[config.mk]
export PLATFORM = sky130hd
export DESIGN_NAME = shelf_atlas_allocator_core
export DESIGN_NICKNAME = d
export VERILOG_FILES = /design/src/saa_pkg.sv /design/src/saa_ctrl.sv /design/src/saa_datapath.sv /design/src/shelf_atlas_allocator_core.sv
export VERILOG_INCLUDE_DIRS = /design/src /design/src/src
export SDC_FILE = /design/constraint.sdc
export NUM_CORES = 2
export LEC_CHECK = 0
export BUFFER_PORTS_ARGS = -buffer_cell sky130_fd_sc_hd__buf_2
export CAP_MARGIN = 25
export CORE_ASPECT_RATIO = 2
export CORE_MARGIN = 2
export CORE_UTILIZATION = 25
export DETAILED_ROUTE_END_ITERATION = 8
export PLACE_DENSITY = 0.45
export SLEW_MARGIN = 20
export SYNTH_ARGS = -nofsm -noshare
export SYNTH_HDL_FRONTEND = slang
export SYNTH_SLANG_ARGS = --single-unit
export TNS_END_PERCENT = 20
[constraint.sdc]
create_clock -name clk -period 6.2 [get_ports clk]
set_clock_uncertainty 0.1 [all_clocks]
set_input_delay 1.24 -clock clk [delete_from_list [all_inputs] [get_ports clk]]
set_output_delay 1.24 -clock clk [all_outputs]
set_load 0.005 [all_outputs]
[src/shelf_atlas_allocator_core_defines.svh]
// ----------------------------------------------------------------------------
// shelf_atlas_allocator_core_defines
// Assertion macros used by the shelf atlas allocator datapath.
// ----------------------------------------------------------------------------
`ifndef SHELF_ATLAS_ALLOCATOR_CORE_DEFINES_SVH
`define SHELF_ATLAS_ALLOCATOR_CORE_DEFINES_SVH

// consequence must hold in the same cycle as the antecedent
`define SAA_ASSERT_NOW(label, clk, rst_n, ante, cons, msg) \
	label: assert property (@(posedge clk) disable iff (!rst_n) (ante) |-> (cons)) \
		else $error(msg);

// consequence must hold in the cycle after the antecedent
`define SAA_ASSERT_NEXT(label, clk, rst_n, ante, cons, msg) \
	label: assert property (@(posedge clk) disable iff (!rst_n) (ante) |=> (cons)) \
		else $error(msg);

`endif

[src/saa_pkg.sv]
// ----------------------------------------------------------------------------
// saa_pkg
// Types, codes and helper functions of the shelf atlas allocator.
// ----------------------------------------------------------------------------
package saa_pkg;

	// configuration port
	localparam int CFG_IDX_W  = 3;
	localparam int CFG_DATA_W = 15;

	localparam logic [CFG_IDX_W-1:0] REG_START_WIDTH  = 3'd0;
	localparam logic [CFG_IDX_W-1:0] REG_START_HEIGHT = 3'd1;
	localparam logic [CFG_IDX_W-1:0] REG_LIMIT_WIDTH  = 3'd2;
	localparam logic [CFG_IDX_W-1:0] REG_LIMIT_HEIGHT = 3'd3;
	localparam logic [CFG_IDX_W-1:0] REG_EXACT_MODE   = 3'd4;

	// reset sizes of the atlas
	localparam logic [14:0] RST_START_SIZE = 15'd256;
	localparam logic [14:0] RST_LIMIT_SIZE = 15'd4096;

	// kind of result written by the emit command
	localparam logic [1:0] RES_PLACE  = 2'd0;
	localparam logic [1:0] RES_OPEN   = 2'd1;
	localparam logic [1:0] RES_FAIL   = 2'd2;
	localparam logic [1:0] RES_FINISH = 2'd3;

	// one row (shelf) of the row table
	typedef struct packed {
		logic [14:0] top;
		logic [14:0] tall;
		logic [15:0] used;
	} row_entry_t;

	// controller to datapath
	typedef struct packed {
		logic       load;
		logic       scan_step;
		logic       grow;
		logic       emit;
		logic [1:0] kind;
	} cmd_t;

	// datapath to controller
	typedef struct packed {
		logic finish;
		logic scan_end;
		logic found;
		logic rows_full;
		logic height_fits;
		logic at_limit;
		logic out_free;
	} sts_t;

	// double a size (zero grows to one), clamped to its limit
	function automatic logic [14:0] grow_size(input logic [14:0] size,
		input logic [14:0] limit);
		logic [15:0] d;
		d = (size == '0) ? 16'd1 : {size, 1'b0};
		return (d < {1'b0, limit}) ? d[14:0] : limit;
	endfunction

	// smallest power of two at or above v, saturating at 15 bits, zero for zero
	function automatic logic [14:0] pow2_ceil(input logic [15:0] v);
		logic [14:0] p;
		p = 15'h7FFF;
		for (int k = 14; k >= 0; k--) begin
			if ((16'd1 << k) >= v) begin
				p = 15'(16'd1 << k);
			end
		end
		if (v == '0) begin
			p = '0;
		end
		return p;
	endfunction

endpackage

[src/saa_ctrl.sv]
// ----------------------------------------------------------------------------
// saa_ctrl
// Sequencer of the shelf atlas allocator: accept, scan, grow, emit.
// ----------------------------------------------------------------------------
module saa_ctrl (
	input  logic          clk,
	input  logic          arst_n,
	input  logic          in_valid,
	output logic          in_ready,
	input  saa_pkg::sts_t sts,
	output saa_pkg::cmd_t cmd
);
	import saa_pkg::*;

	localparam logic [2:0] S_IDLE   = 3'd0;
	localparam logic [2:0] S_START  = 3'd1;
	localparam logic [2:0] S_SCAN   = 3'd2;
	localparam logic [2:0] S_DECIDE = 3'd3;
	localparam logic [2:0] S_GROW   = 3'd4;
	localparam logic [2:0] S_EMIT   = 3'd5;

	logic [2:0] state_q, state_d;
	logic [1:0] kind_q, kind_d;

	// next state and commands
	always_comb begin
		state_d       = state_q;
		kind_d        = kind_q;
		cmd           = '0;
		cmd.kind      = kind_q;
		in_ready      = 1'b0;
		case (state_q)
			S_IDLE: begin
				in_ready = 1'b1;
				if (in_valid) begin
					cmd.load = 1'b1;
					state_d  = S_START;
				end
			end
			S_START: begin
				if (sts.finish) begin
					kind_d  = RES_FINISH;
					state_d = S_EMIT;
				end else begin
					state_d = S_SCAN;
				end
			end
			S_SCAN: begin
				if (sts.scan_end) begin
					state_d = S_DECIDE;
				end else begin
					cmd.scan_step = 1'b1;
				end
			end
			S_DECIDE: begin
				if (sts.found) begin
					kind_d  = RES_PLACE;
					state_d = S_EMIT;
				end else if (sts.rows_full) begin
					kind_d  = RES_FAIL;
					state_d = S_EMIT;
				end else begin
					state_d = S_GROW;
				end
			end
			S_GROW: begin
				if (sts.height_fits) begin
					kind_d  = RES_OPEN;
					state_d = S_EMIT;
				end else if (sts.at_limit) begin
					kind_d  = RES_FAIL;
					state_d = S_EMIT;
				end else begin
					cmd.grow = 1'b1;
				end
			end
			S_EMIT: begin
				if (sts.out_free) begin
					cmd.emit = 1'b1;
					state_d  = S_IDLE;
				end
			end
			default: begin
				state_d = S_IDLE;
			end
		endcase
	end

	// state register
	always_ff @(posedge clk or negedge arst_n) begin
		if (!arst_n) begin
			state_q <= S_IDLE;
			kind_q  <= RES_FAIL;
		end else begin
			state_q <= state_d;
			kind_q  <= kind_d;
		end
	end

endmodule

[src/saa_datapath.sv]
// ----------------------------------------------------------------------------
// saa_datapath
// Row table, atlas size registers, best-fit scan and result register.
// ----------------------------------------------------------------------------
`include "shelf_atlas_allocator_core_defines.svh"

module saa_datapath #(
	parameter int MAX_ROWS = 64,
	parameter int PAD      = 1
) (
	input  logic                           clk,
	input  logic                           arst_n,
	input  logic                           cfg_we,
	input  logic [saa_pkg::CFG_IDX_W-1:0]  cfg_index,
	input  logic [saa_pkg::CFG_DATA_W-1:0] cfg_data,
	input  logic                           mode,
	input  logic [13:0]                    rect_width,
	input  logic [13:0]                    rect_height,
	input  saa_pkg::cmd_t                  cmd,
	output saa_pkg::sts_t                  sts,
	input  logic                           out_ready,
	output logic                           out_valid,
	output logic                           placed,
	output logic [14:0]                    left_x,
	output logic [14:0]                    top_y,
	output logic [14:0]                    right_x,
	output logic [14:0]                    bottom_y,
	output logic [14:0]                    atlas_width,
	output logic [14:0]                    atlas_height
);
	import saa_pkg::*;

	localparam int AW = $clog2(MAX_ROWS);
	localparam int CW = $clog2(MAX_ROWS + 1);

	// configuration and atlas state
	logic [14:0]   limit_width_q, limit_height_q;
	logic          exact_q;
	logic [CW-1:0] row_count_q;
	logic [15:0]   next_top_q;
	logic [14:0]   cur_width_q, cur_height_q;

	// current item
	logic          mode_q;
	logic [13:0]   rw_q, rh_q;
	logic [14:0]   gw, gh;

	// scan
	logic [CW-1:0] scan_idx_q;
	logic          rd_vld_s1;
	logic [AW-1:0] rd_idx_s1;
	row_entry_t    rd_data_s1;
	logic          best_vld_q;
	logic [AW-1:0] best_idx_q;
	logic [14:0]   best_top_q, best_tall_q;
	logic [15:0]   best_used_q;
	logic [16:0]   fit_sum, need;
	logic          row_fit, row_better;

	// row table
	row_entry_t    row_mem [MAX_ROWS];
	logic          mem_we;
	logic [AW-1:0] wr_addr;
	row_entry_t    wr_entry;

	// result
	logic          out_valid_q;
	logic          res_placed;
	logic [14:0]   res_x, res_y, res_h, p2;
	logic          empty;

	assign gw = 15'(rw_q) + 15'(PAD);
	assign gh = 15'(rh_q) + 15'(PAD);

	// row compare against the best so far
	assign fit_sum    = 17'(rd_data_s1.used) + 17'(gw);
	assign row_fit    = (fit_sum <= 17'(cur_width_q)) && (gh <= rd_data_s1.tall);
	assign row_better = !best_vld_q || (rd_data_s1.tall < best_tall_q) ||
		((rd_data_s1.tall == best_tall_q) && (rd_data_s1.used < best_used_q));

	assign need  = 17'(next_top_q) + 17'(gh);
	assign empty = (row_count_q == '0) && (next_top_q == '0);
	assign p2    = pow2_ceil(next_top_q);

	// status to the controller
	always_comb begin
		sts.finish      = mode_q;
		sts.scan_end    = (scan_idx_q == row_count_q);
		sts.found       = best_vld_q;
		sts.rows_full   = (row_count_q >= CW'(MAX_ROWS));
		sts.height_fits = (17'(cur_height_q) >= need);
		sts.at_limit    = (cur_width_q >= limit_width_q) && (cur_height_q >= limit_height_q);
		sts.out_free    = !out_valid_q || out_ready;
	end

	// result fields and row table write for each result kind
	always_comb begin
		mem_we     = 1'b0;
		wr_addr    = best_idx_q;
		wr_entry   = '{top: best_top_q, tall: best_tall_q, used: best_used_q + 16'(gw)};
		res_placed = 1'b0;
		res_x      = '0;
		res_y      = '0;
		res_h      = cur_height_q;
		case (cmd.kind)
			RES_PLACE: begin
				mem_we     = cmd.emit;
				res_placed = 1'b1;
				res_x      = best_used_q[14:0];
				res_y      = best_top_q;
			end
			RES_OPEN: begin
				mem_we     = cmd.emit;
				wr_addr    = row_count_q[AW-1:0];
				wr_entry   = '{top: next_top_q[14:0], tall: gh, used: 16'(gw)};
				res_placed = 1'b1;
				res_y      = next_top_q[14:0];
			end
			RES_FINISH: begin
				res_h = exact_q ? next_top_q[14:0] : p2;
			end
			default: begin
				res_placed = 1'b0;
			end
		endcase
	end

	// row table memory
	always_ff @(posedge clk) begin
		if (mem_we) begin
			row_mem[wr_addr] <= wr_entry;
		end
		if (cmd.scan_step) begin
			rd_data_s1 <= row_mem[scan_idx_q[AW-1:0]];
		end
	end

	// control and atlas state
	always_ff @(posedge clk or negedge arst_n) begin
		if (!arst_n) begin
			limit_width_q  <= RST_LIMIT_SIZE;
			limit_height_q <= RST_LIMIT_SIZE;
			exact_q        <= 1'b0;
			row_count_q    <= '0;
			next_top_q     <= '0;
			cur_width_q    <= RST_START_SIZE;
			cur_height_q   <= RST_START_SIZE;
			scan_idx_q     <= '0;
			rd_vld_s1      <= 1'b0;
			best_vld_q     <= 1'b0;
			out_valid_q    <= 1'b0;
		end else begin
			// a start size only matters while the atlas is still empty
			if (cfg_we) begin
				case (cfg_index)
					REG_START_WIDTH: begin
						if (empty) cur_width_q <= cfg_data;
					end
					REG_START_HEIGHT: begin
						if (empty) cur_height_q <= cfg_data;
					end
					REG_LIMIT_WIDTH:  limit_width_q  <= cfg_data;
					REG_LIMIT_HEIGHT: limit_height_q <= cfg_data;
					REG_EXACT_MODE:   exact_q        <= cfg_data[0];
					default: begin
						exact_q <= exact_q;
					end
				endcase
			end

			// scan sequencing
			rd_vld_s1 <= cmd.scan_step;
			if (cmd.load) begin
				scan_idx_q <= '0;
				best_vld_q <= 1'b0;
			end else if (cmd.scan_step) begin
				scan_idx_q <= scan_idx_q + CW'(1);
			end
			if (rd_vld_s1 && row_fit && row_better) begin
				best_vld_q <= 1'b1;
			end

			// atlas growth
			if (cmd.grow) begin
				cur_width_q  <= grow_size(cur_width_q, limit_width_q);
				cur_height_q <= grow_size(cur_height_q, limit_height_q);
			end

			// commit of the result
			if (cmd.emit) begin
				if (cmd.kind == RES_OPEN) begin
					row_count_q <= row_count_q + CW'(1);
					next_top_q  <= next_top_q + 16'(gh);
				end
				if (cmd.kind == RES_FINISH) begin
					cur_height_q <= p2;
				end
			end

			// result register handshake
			if (cmd.emit) begin
				out_valid_q <= 1'b1;
			end else if (out_ready) begin
				out_valid_q <= 1'b0;
			end
		end
	end

	// item capture, best row and result payload
	always_ff @(posedge clk) begin
		if (cmd.load) begin
			mode_q <= mode;
			rw_q   <= rect_width;
			rh_q   <= rect_height;
		end
		if (cmd.scan_step) begin
			rd_idx_s1 <= scan_idx_q[AW-1:0];
		end
		if (rd_vld_s1 && row_fit && row_better) begin
			best_idx_q  <= rd_idx_s1;
			best_top_q  <= rd_data_s1.top;
			best_tall_q <= rd_data_s1.tall;
			best_used_q <= rd_data_s1.used;
		end
		if (cmd.emit) begin
			placed       <= res_placed;
			left_x       <= res_x;
			top_y        <= res_y;
			right_x      <= res_placed ? (res_x + 15'(rw_q)) : 15'd0;
			bottom_y     <= res_placed ? (res_y + 15'(rh_q)) : 15'd0;
			atlas_width  <= cur_width_q;
			atlas_height <= res_h;
		end
	end

	assign out_valid = out_valid_q;

	`SAA_ASSERT_NOW(a_emit_free, clk, arst_n, cmd.emit, !out_valid_q || out_ready, "result register overwritten")
	`SAA_ASSERT_NEXT(a_emit_valid, clk, arst_n, cmd.emit, out_valid_q, "emitted item not presented")
	`SAA_ASSERT_NOW(a_row_bound, clk, arst_n, 1'b1, row_count_q <= CW'(MAX_ROWS), "row count beyond table")
	`SAA_ASSERT_NOW(a_open_room, clk, arst_n, cmd.emit && (cmd.kind == RES_OPEN), !sts.rows_full && sts.height_fits, "row opened without room")
	`SAA_ASSERT_NEXT(a_open_count, clk, arst_n, cmd.emit && (cmd.kind == RES_OPEN), row_count_q == $past(row_count_q) + CW'(1), "row count not advanced")

endmodule

[src/shelf_atlas_allocator_core.sv]
// ----------------------------------------------------------------------------
// shelf_atlas_allocator_core
// Shelf based rectangle packer for a texture atlas, best height fit per row.
// ----------------------------------------------------------------------------
// Usage:
//   Input channel (in_valid/in_ready) takes one item: mode 0 places a
//   rectangle of rect_width x rect_height plus padding, mode 1 finishes and
//   reports the final atlas height. Every item gives exactly one result item
//   on the output channel (out_valid/out_ready).
//   A place item scans every stored row once through the row table read
//   port. When no stored row fits and the row table has room, the sequencer
//   checks the height and then doubles the atlas until the row fits or the
//   size limit is reached. A finish item skips the scan.
//   One item is in work at a time; in_ready is high while the sequencer idles,
//   even when the previous result still waits in the output register.
//   When the receiver stalls, the block holds its result and the next item
//   stops just before writing its own result.
//   Configuration (cfg_we/cfg_index/cfg_data) writes take effect at once; the
//   user must only issue them while no item is in work, unenforced by the block.
//   Reset (arst_n low) empties the row table and loads the default sizes.
// ----------------------------------------------------------------------------
module shelf_atlas_allocator_core #(
	parameter int MAX_ROWS = 64,
	parameter int PAD      = 1
) (
	input  logic                           clk,
	input  logic                           arst_n,
	input  logic                           cfg_we,
	input  logic [saa_pkg::CFG_IDX_W-1:0]  cfg_index,
	input  logic [saa_pkg::CFG_DATA_W-1:0] cfg_data,
	input  logic                           in_valid,
	output logic                           in_ready,
	input  logic                           mode,
	input  logic [13:0]                    rect_width,
	input  logic [13:0]                    rect_height,
	output logic                           out_valid,
	input  logic                           out_ready,
	output logic                           placed,
	output logic [14:0]                    left_x,
	output logic [14:0]                    top_y,
	output logic [14:0]                    right_x,
	output logic [14:0]                    bottom_y,
	output logic [14:0]                    atlas_width,
	output logic [14:0]                    atlas_height
);
	import saa_pkg::*;

	cmd_t cmd;
	sts_t sts;

	// sequencer
	saa_ctrl u_ctrl (
		.clk      (clk),
		.arst_n   (arst_n),
		.in_valid (in_valid),
		.in_ready (in_ready),
		.sts      (sts),
		.cmd      (cmd)
	);

	// row table and arithmetic
	saa_datapath #(
		.MAX_ROWS (MAX_ROWS),
		.PAD      (PAD)
	) u_datapath (
		.clk          (clk),
		.arst_n       (arst_n),
		.cfg_we       (cfg_we),
		.cfg_index    (cfg_index),
		.cfg_data     (cfg_data),
		.mode         (mode),
		.rect_width   (rect_width),
		.rect_height  (rect_height),
		.cmd          (cmd),
		.sts          (sts),
		.out_ready    (out_ready),
		.out_valid    (out_valid),
		.placed       (placed),
		.left_x       (left_x),
		.top_y        (top_y),
		.right_x      (right_x),
		.bottom_y     (bottom_y),
		.atlas_width  (atlas_width),
		.atlas_height (atlas_height)
	);

endmodule
### After elaboration in Yosys (flattened, before gate mapping)

Memories as Yosys holds them, arrays and structs flattened. A register that Yosys moved wholly into a read port is not among the register bits.
Index checks and enable logic that the tools add are counted.

| storage, ports and cells | value |
|---|---|
| output and inout port bits | 93 |
| input port bits | 52 |
| ROM bits | 0 |
| memories | 1 |
| bits in latches | 0 |
| word-level logic and storage cells | 187 |
| flip-flop bits (word level) | 277 |
| bits in writable memories | 2,944 |

| operators by class | value |
|---|---|
| $lt $le $gt $ge | 25 |
| divide/modulo/power cells | 0 |
| shift-type cells | 0 |
| bitwise logic cells | 0 |
| muxes and demuxes | 71 |
| reductions and logical operators | 33 |
| eq/ne operators | 19 |
| add/sub/neg operators | 10 |
| $mul | 0 |

Memory list:

| name | words | width | read ports | clocked after memory_dff | wr ports | RTL line | RTL |
|---|---|---|---|---|---|---|---|
| u_datapath.row_mem | 64 | 46 | 1 | 1 | 1 | saa_datapath.sv:61 | `row_entry_t row_mem [MAX_ROWS];` |

Operators with widths:

| cell | count |
|---|---|
| two-way mux 15 bit | 30 |
| two-way mux 46 bit | 1 |
| adder 16 x 15 -> 17 bit | 2 |
| adder 16 x 15 -> 16 bit | 2 |
| < comparator 16 x 15 -> 1 bit | 2 |
| two-way mux 16 bit | 2 |
| adder 14 x 1 -> 15 bit (second input constant) | 2 |
| adder 15 x 14 -> 15 bit | 2 |
| >= comparator 15 bit | 2 |
| zero test 15 bit | 2 |
| case mux 15 bit (2 select lines) | 1 |
| two-way mux 3 bit | 7 |
| two-way mux 1 bit | 19 |
| case mux 3 bit (6 select lines) | 1 |
| >= comparator 15 x 17 -> 1 bit | 1 |
| <= comparator 17 x 15 -> 1 bit | 1 |
| >= comparator 1 x 16 -> 1 bit (first input constant) | 1 |
| >= comparator 10 x 16 -> 1 bit (first input constant) | 1 |
| >= comparator 11 x 16 -> 1 bit (first input constant) | 1 |
| >= comparator 12 x 16 -> 1 bit (first input constant) | 1 |
| >= comparator 13 x 16 -> 1 bit (first input constant) | 1 |
| >= comparator 14 x 16 -> 1 bit (first input constant) | 1 |
| >= comparator 15 x 16 -> 1 bit (first input constant) | 1 |
| >= comparator 2 x 16 -> 1 bit (first input constant) | 1 |
| other kinds (41) | 73 |

### Logic depth before layout (Yosys ltp)

| logic depth | value |
|---|---|
| word-level depth | 19 |
| depth in mapped cells | 22 |
| gate-level depth less buffers | 21 |

### Cells and area by module

Synthesis repeated with hierarchy kept, for this count alone.

| unflattened totals | value |
|---|---|
| cell total of the unflattened synthesis | 6,212 |
| area total of the unflattened synthesis | 131,771.4 sq um |

By module, submodules not included:

| module | sequential area each (sq um) | instances | area each (sq um) | cells an instance |
|---|---|---|---|---|
| saa_datapath | 97,488.5 | 1 | 131,392.3 | 6,165 |
| saa_ctrl | 126.4 | 1 | 379.1 | 47 |

### Worst setup path before layout

No wires, ideal clock.

| timing | value |
|---|---|
| path type | reg-to-reg |
| start point | register u_datapath.rw_q[0] |
| end point | memory u_datapath.row_mem[0][15] in the netlist's numbering (data pin) |
| path slack | 541 ps |
| data arrival time | 4,878 ps |
| buffers on the path | 0 |
| cell stages (with the launch flop) | 12 |
| required time | 5,419 ps |
| cell sequence | edfxtp_1 ha_1 ha_1 a21o_1 a21oi_1 o21a_1 nor3_1 a2111o_1 nand3_1 a41o_1 a21oi_1 nor3_1 |

RTL lines:

| what | RTL line | RTL |
|---|---|---|
| start, declared | saa_datapath.sv:45 | `logic [13:0] rw_q, rh_q;` |
| start signal, assigned | saa_datapath.sv:213 | `rw_q <= rect_width;` |
| end, declared | saa_datapath.sv:61 |  |

### Worst setup path after layout

| timing | value |
|---|---|
| start point | register u_datapath.rh_q[2] |
| end point | register u_datapath.cur_width_q[2] |

| on the way | value |
|---|---|
| word-level cells in the longest chain between the ends | 7 |

RTL lines:

| what | RTL line | RTL |
|---|---|---|
| start, declared | saa_datapath.sv:45 |  |
| start signal, assigned | saa_datapath.sv:214 | `rh_q <= rect_height;` |
| adder 14 x 1 -> 15 bit * | saa_datapath.sv:73 | `assign gh = 15'(rh_q) + 15'(PAD);` |
| adder 16 x 15 -> 17 bit * | saa_datapath.sv:81 | `assign need = 17'(next_top_q) + 17'(gh);` |
| >= comparator 15 x 17 -> 1 bit * | saa_datapath.sv:91 | `sts.height_fits = (17'(cur_height_q) >= need);` |
| two-way mux 1 bit * | saa_ctrl.sv:67 | `if (sts.height_fits) begin` |
| two-way mux 1 bit * | saa_ctrl.sv:32 | `case (state_q)` |
| nonzero test 2 bit (no line) | -- |  |
| AND reduction 3 bit (no line) | -- |  |
| end signal, assigned | saa_datapath.sv:157 | `if (empty) cur_width_q <= cfg_data;` |
| end signal, assigned | saa_datapath.sv:185 | `cur_width_q <= grow_size(cur_width_q, limit_width_q);` |
| end, declared | saa_datapath.sv:41 | `logic [14:0] cur_width_q, cur_height_q;` |

Mark *: on every way between the ends. The rest lies on a longest branch, timed or not.
A chain may end at the register's enable or synchronous reset.

==> reports/metrics.sh <==
GRT_FIRST_PASS_WIRELENGTH_UM=595300
CTS_RESIZED=0
POWER.NET_SWITCHING_mW=19.17
POST_CTS_BUFFERS=0
FINAL_HOLD_VIOL_COUNT=0
DIEHEIGHT_UM=1031
FINAL_DESIGN_UTILIZATION_PCT=29.08
IO_PINS=145
YS_TOP_CELLS_BY_AREA='sky130_fd_sc_hd__edfxtp_1 72%, sky130_fd_sc_hd__mux4_2 16%, sky130_fd_sc_hd__ha_1 2.0%'
DRC_ERRORS=0
DETAIL_ROUTE.WL_PER_CELL_UM=31.56
SYNTH_TOP_FAMILY_BY_AREA='multiplexers'
CTSLONGESTPATHBUFFERS=4
WORST_SETUP_HOLD_PATH_CLK_SLEW_NS=0.07
TIMING.CRITICAL_PATH.REQUIRED_NS=6.89
DRT_ITER0_MARKERS=5939
DIE_W_UM=517.6
SYNTHDOMINANTAREACELLTYPE='sky130_fd_sc_hd__edfxtp_1'
YOSYS_WARNINGS=0
FINALNETCOUNT=6876
CRITPATHARRIVALTIME_NS=6.48
BUFFER_PORTS.INSERTED=144
POST_SYNTHESIS_NET_COUNT=6501
CLOCK-ROOT-BUFFER='sky130_fd_sc_hd__clkbuf_16'
CRITICAL_PATH.SLOWEST_CELL='sky130_fd_sc_hd__o211a_1'
SEQ_POWER_SHARE_PCT=45.8
PWR-SHARE-COMB_PCT=25.0
YOSYSSEQAREASHARE_PCT=74.02
GRT_UTIL_MET3_PCT=1.459
START_UTIL_PCT=25.07
GLOBALROUTE.TOTALOVERFLOW=0
MOSTFREQUENTLAYOUTCELL='sky130_fd_sc_hd__edfxtp_1'
CRITICAL_PATH.CELL_CHAIN='nand3_1 -> nor2_1 -> nand4_1 -> xnor2_1 -> ha_1 -> a21o_1 -> a21oi_1 -> o21ai_0 -> a41oi_1 -> nand2b_1 -> a21oi_1 -> xor2_1 -> ha_1 -> nand2_1 -> a311oi_1 -> and3_4 -> a2111oi_4 -> o211a_1 -> buf_4 -> a21oi_1'
ACHIEVABLE_FREQUENCY_MHz=172.7
REG2REG_SLACK_NS=0.41
WORSTSKEWPAIRLATENCY_NS=0.96
SYNTH-SEQ-CELLS=3267
ROUTED_VIA_DENSITY=4.728
CLOCK_NETWORK_FRACTION_OF_TOTAL_POWER_PCT=29.2
SETUP_VIOL=0
SYNTH_FLOP_CELL='sky130_fd_sc_hd__edfxtp_1'
LAYOUT-DRIVE-GT1-SHARE_PCT=28.67
CTS.SINKS=3267
PATH_COMMON_CELL='sky130_fd_sc_hd__a21oi_1'
ANTENNA_VIOLATIONS_BEFORE_REPAIR=17
WORSTPATHMAXFANOUT=16
TIMING_WORST_SLEW_PIN_VALUE_NS=1.089
SYNTH-COMPOUND-AREA-SHARE_PCT=2.207
CLOCK_TREE.HTREE_LEVEL_COUNT=5
VIA_COUNT_OF_THE_FIRST_GLOBAL_ROUTING_PASS=69660
SYNTH.AREA.MUX_SHARE_PCT=17.21
TIMING.SETUP.CRITICAL_PATH_CLASS='reg -> reg'
PLACE.GP.CONGESTION=0.8556
STD_CELL_ROWS=377
IRDROPWORSTVDD_V=0.0002533
FINALWORSTSETUPSLACK_NS=0.4086
OUTCOME='complete, no violations'
NUM_VIAS=65460
RSZ0062_AT_GRT='no'
TRITONCTS_BUFFERS=283
DPL_CELLS=13330
POST_SYNTH_XOR_AREA_FRACTION_PCT=0.6309
SYN_AVG_CELL_AREA_UM2=21.16
GRT_START_MAX_NET_PINS=90
GRT_USE_MET1_PCT=17.23
SWITCHING_FRACTION_PCT=30.53
SYNTHCELLS=6231
POST_DETAILED_PLACEMENT_CELL_AREA_UM2=143700
SLEW_HEADROOM_PCT=27.20
DESIGN.CORE.AREA_UM2=525900
CELL_INTERNAL_PWR_mW=43.62
MIN_PERIOD_NS=5.791
DRT-TOTAL-WL_UM=437000
SYN_AREA_UM2=131900
GR_USAGE_TOTAL_PCT=15.99
CP-END-KIND='flip-flop'
POST_SYNTH_SIMPLE_GATE_AREA_PCT=2.404
CTS_TREE='yes'
SYNTH_ASYNC_SR_FLOP_SHARE_PCT=3.030
START_KIND='flip-flop'
FINAL_MAX_SLEW_VIOL_COUNT=0
SYNTH-EDFF-COUNT=3168
SYNTH_TOP_CELL_AREA_SHARE_PCT=72.14
FINISH.INSTANCE_AREA_UM2=153000
GRT-BUSIEST-LAYER='met2'
FINAL_ANTENNA_NET_COUNT=0
DETAILED_PLACE_HPWL_UM=259700
MOSTFREQUENTLAYOUTCELLS='3,168 x sky130_fd_sc_hd__edfxtp_1, 966 x sky130_fd_sc_hd__mux4_2, 288 x sky130_fd_sc_hd__clkbuf_16'
PERIOD_SHARE_PCT=93.41
AREA_ENCLOSED_BY_THE_DIE_BOUNDARY_UM2=533700
FIRST_PASS_ITERS=7
CTS_HOLD_REPAIR.BUFFERS=0
SYNTH_ADDER_AREA_SHARE_PCT=2.097
FINAL_CELL_COUNT_WITHOUT_FILLERS=13850
POWER_DENSITY_nW_PER_UM2=410.5
GROUTE.LAYER.MET2.USAGE_PCT=31.13
P_LEAK_nW=47.05
CRITPATHMAXSTAGEDELAY_NS=0.64
NETLIST-CELL-TYPE-COUNT=87
CLASS_OF_THE_MOST_CRITICAL_HOLD_TIMING_PATH='reg -> reg'
FINALSETUPTNS_NS=0
AREA_GROWTH_SYN_TO_LAYOUT_PCT=15.99
DP_SLACK_NS=0.4525
MAXCAPVIOLCOUNT=0
==> worst max-delay path: cells and delay by family, from the launching register on <==
kind                     cells  cell delay (ns)
AO/OA/AOI/OAI                9             2.35
XOR/XNOR                     2             0.65
adder cells (fa/ha/maj)      2             0.63
buffers and inverters        1             0.35
flip-flops                   1             0.51
AND/OR/NAND/NOR              6             1.01
==> metrics by stage <==
stage	hold slack (ns)	power, mW
floorplan	0.3003	38.94
global placement	0.3042	44.85
detailed placement	0.3045	45.20
CTS	0.2800	63.54
global route	0.2960	65.19
finish	0.2889	62.78
==> cells by family after synthesis <==
group / count (synthesis)
buffers and inverters: 463
muxes: 1057
DFF: 3267
xor gates and xnor gates: 95
AOI/OAI and AO/OA: 449
and+or+nand+nor: 682
adders and majority gates: 218
==> power groups by stage <==
stage,combinational (mW),clock [mW],sequential [mW]
after detailed placement,15.9,0,29.3
final,15.7,18.3,28.8
after CTS,16.0,18.8,28.8
after floorplan,9.86,0,29.1
after global routing,16.9,19.4,28.8
after global placement,15.6,0,29.3
==> Yosys cell counts (24+ instances only) <==
cell type / count
sky130_fd_sc_hd__clkbuf_1: 190
sky130_fd_sc_hd__mux4_2: 966
sky130_fd_sc_hd__a21o_1: 43
sky130_fd_sc_hd__nor3_1: 44
sky130_fd_sc_hd__mux2_2: 24
sky130_fd_sc_hd__dfrtp_1: 94
sky130_fd_sc_hd__inv_1: 141
sky130_fd_sc_hd__nor2b_1: 35
sky130_fd_sc_hd__nor2_1: 206
sky130_fd_sc_hd__a21oi_1: 133
sky130_fd_sc_hd__nand3_1: 48
sky130_fd_sc_hd__o21ai_0: 120
sky130_fd_sc_hd__nand4_1: 26
sky130_fd_sc_hd__mux2i_1: 66
sky130_fd_sc_hd__buf_2: 86
sky130_fd_sc_hd__edfxtp_1: 3168
sky130_fd_sc_hd__nand2_1: 221
sky130_fd_sc_hd__xnor2_1: 56
sky130_fd_sc_hd__ha_1: 213
sky130_fd_sc_hd__buf_1: 38
sky130_fd_sc_hd__xor2_1: 39
==> cell type report <==
cell class | instances | area (µm²)
diodes | 5 | 12.51
clock buffers | 344 | 7427
clock inverters | 164 | 1778
fillers | 51230 | 373000
inverters | 141 | 534.3
multi-input cells | 2501 | 33280
flip-flops and latches | 3267 | 97640
well taps | 7011 | 8772
repair buffers | 412 | 3520
==> final timing paths <==
kind / depth (start not counted) / endpoint / from
worst max-delay path: 20 / u_datapath.cur_width_q[2] / u_datapath.rh_q[2]
worst min-delay path: 0 / u_datapath.best_idx_q[4] / u_datapath.rd_idx_s1[4]
worst max register to register: 20 / u_datapath.cur_width_q[2] / u_datapath.rh_q[2]
worst min register to register: 0 / u_datapath.best_idx_q[4] / u_datapath.rd_idx_s1[4]
max in group asynchronous: 2 / u_datapath.limit_height_q[0] / arst_n
min in group asynchronous: 1 / u_datapath.cur_width_q[4] / arst_n
==> flip-flops by register name, summed over array words and instances, names as in the netlist, 16 cells and up <==
register	cells
u_datapath.next_top_q	16
u_datapath.rd_data_s1	46
u_datapath.row_mem	2944
u_datapath.best_used_q	16
==> per-layer routing <==
metal	vias up	wire (µm)	share of wire (%)
met4	10	22090	5.1
li1	26600	-	-
met2	1930	244700	56
met1	36300	153600	35
met3	627	16510	3.8
met5	-	71	0.016
No activity file was read; power rests on OpenSTA's default activity.
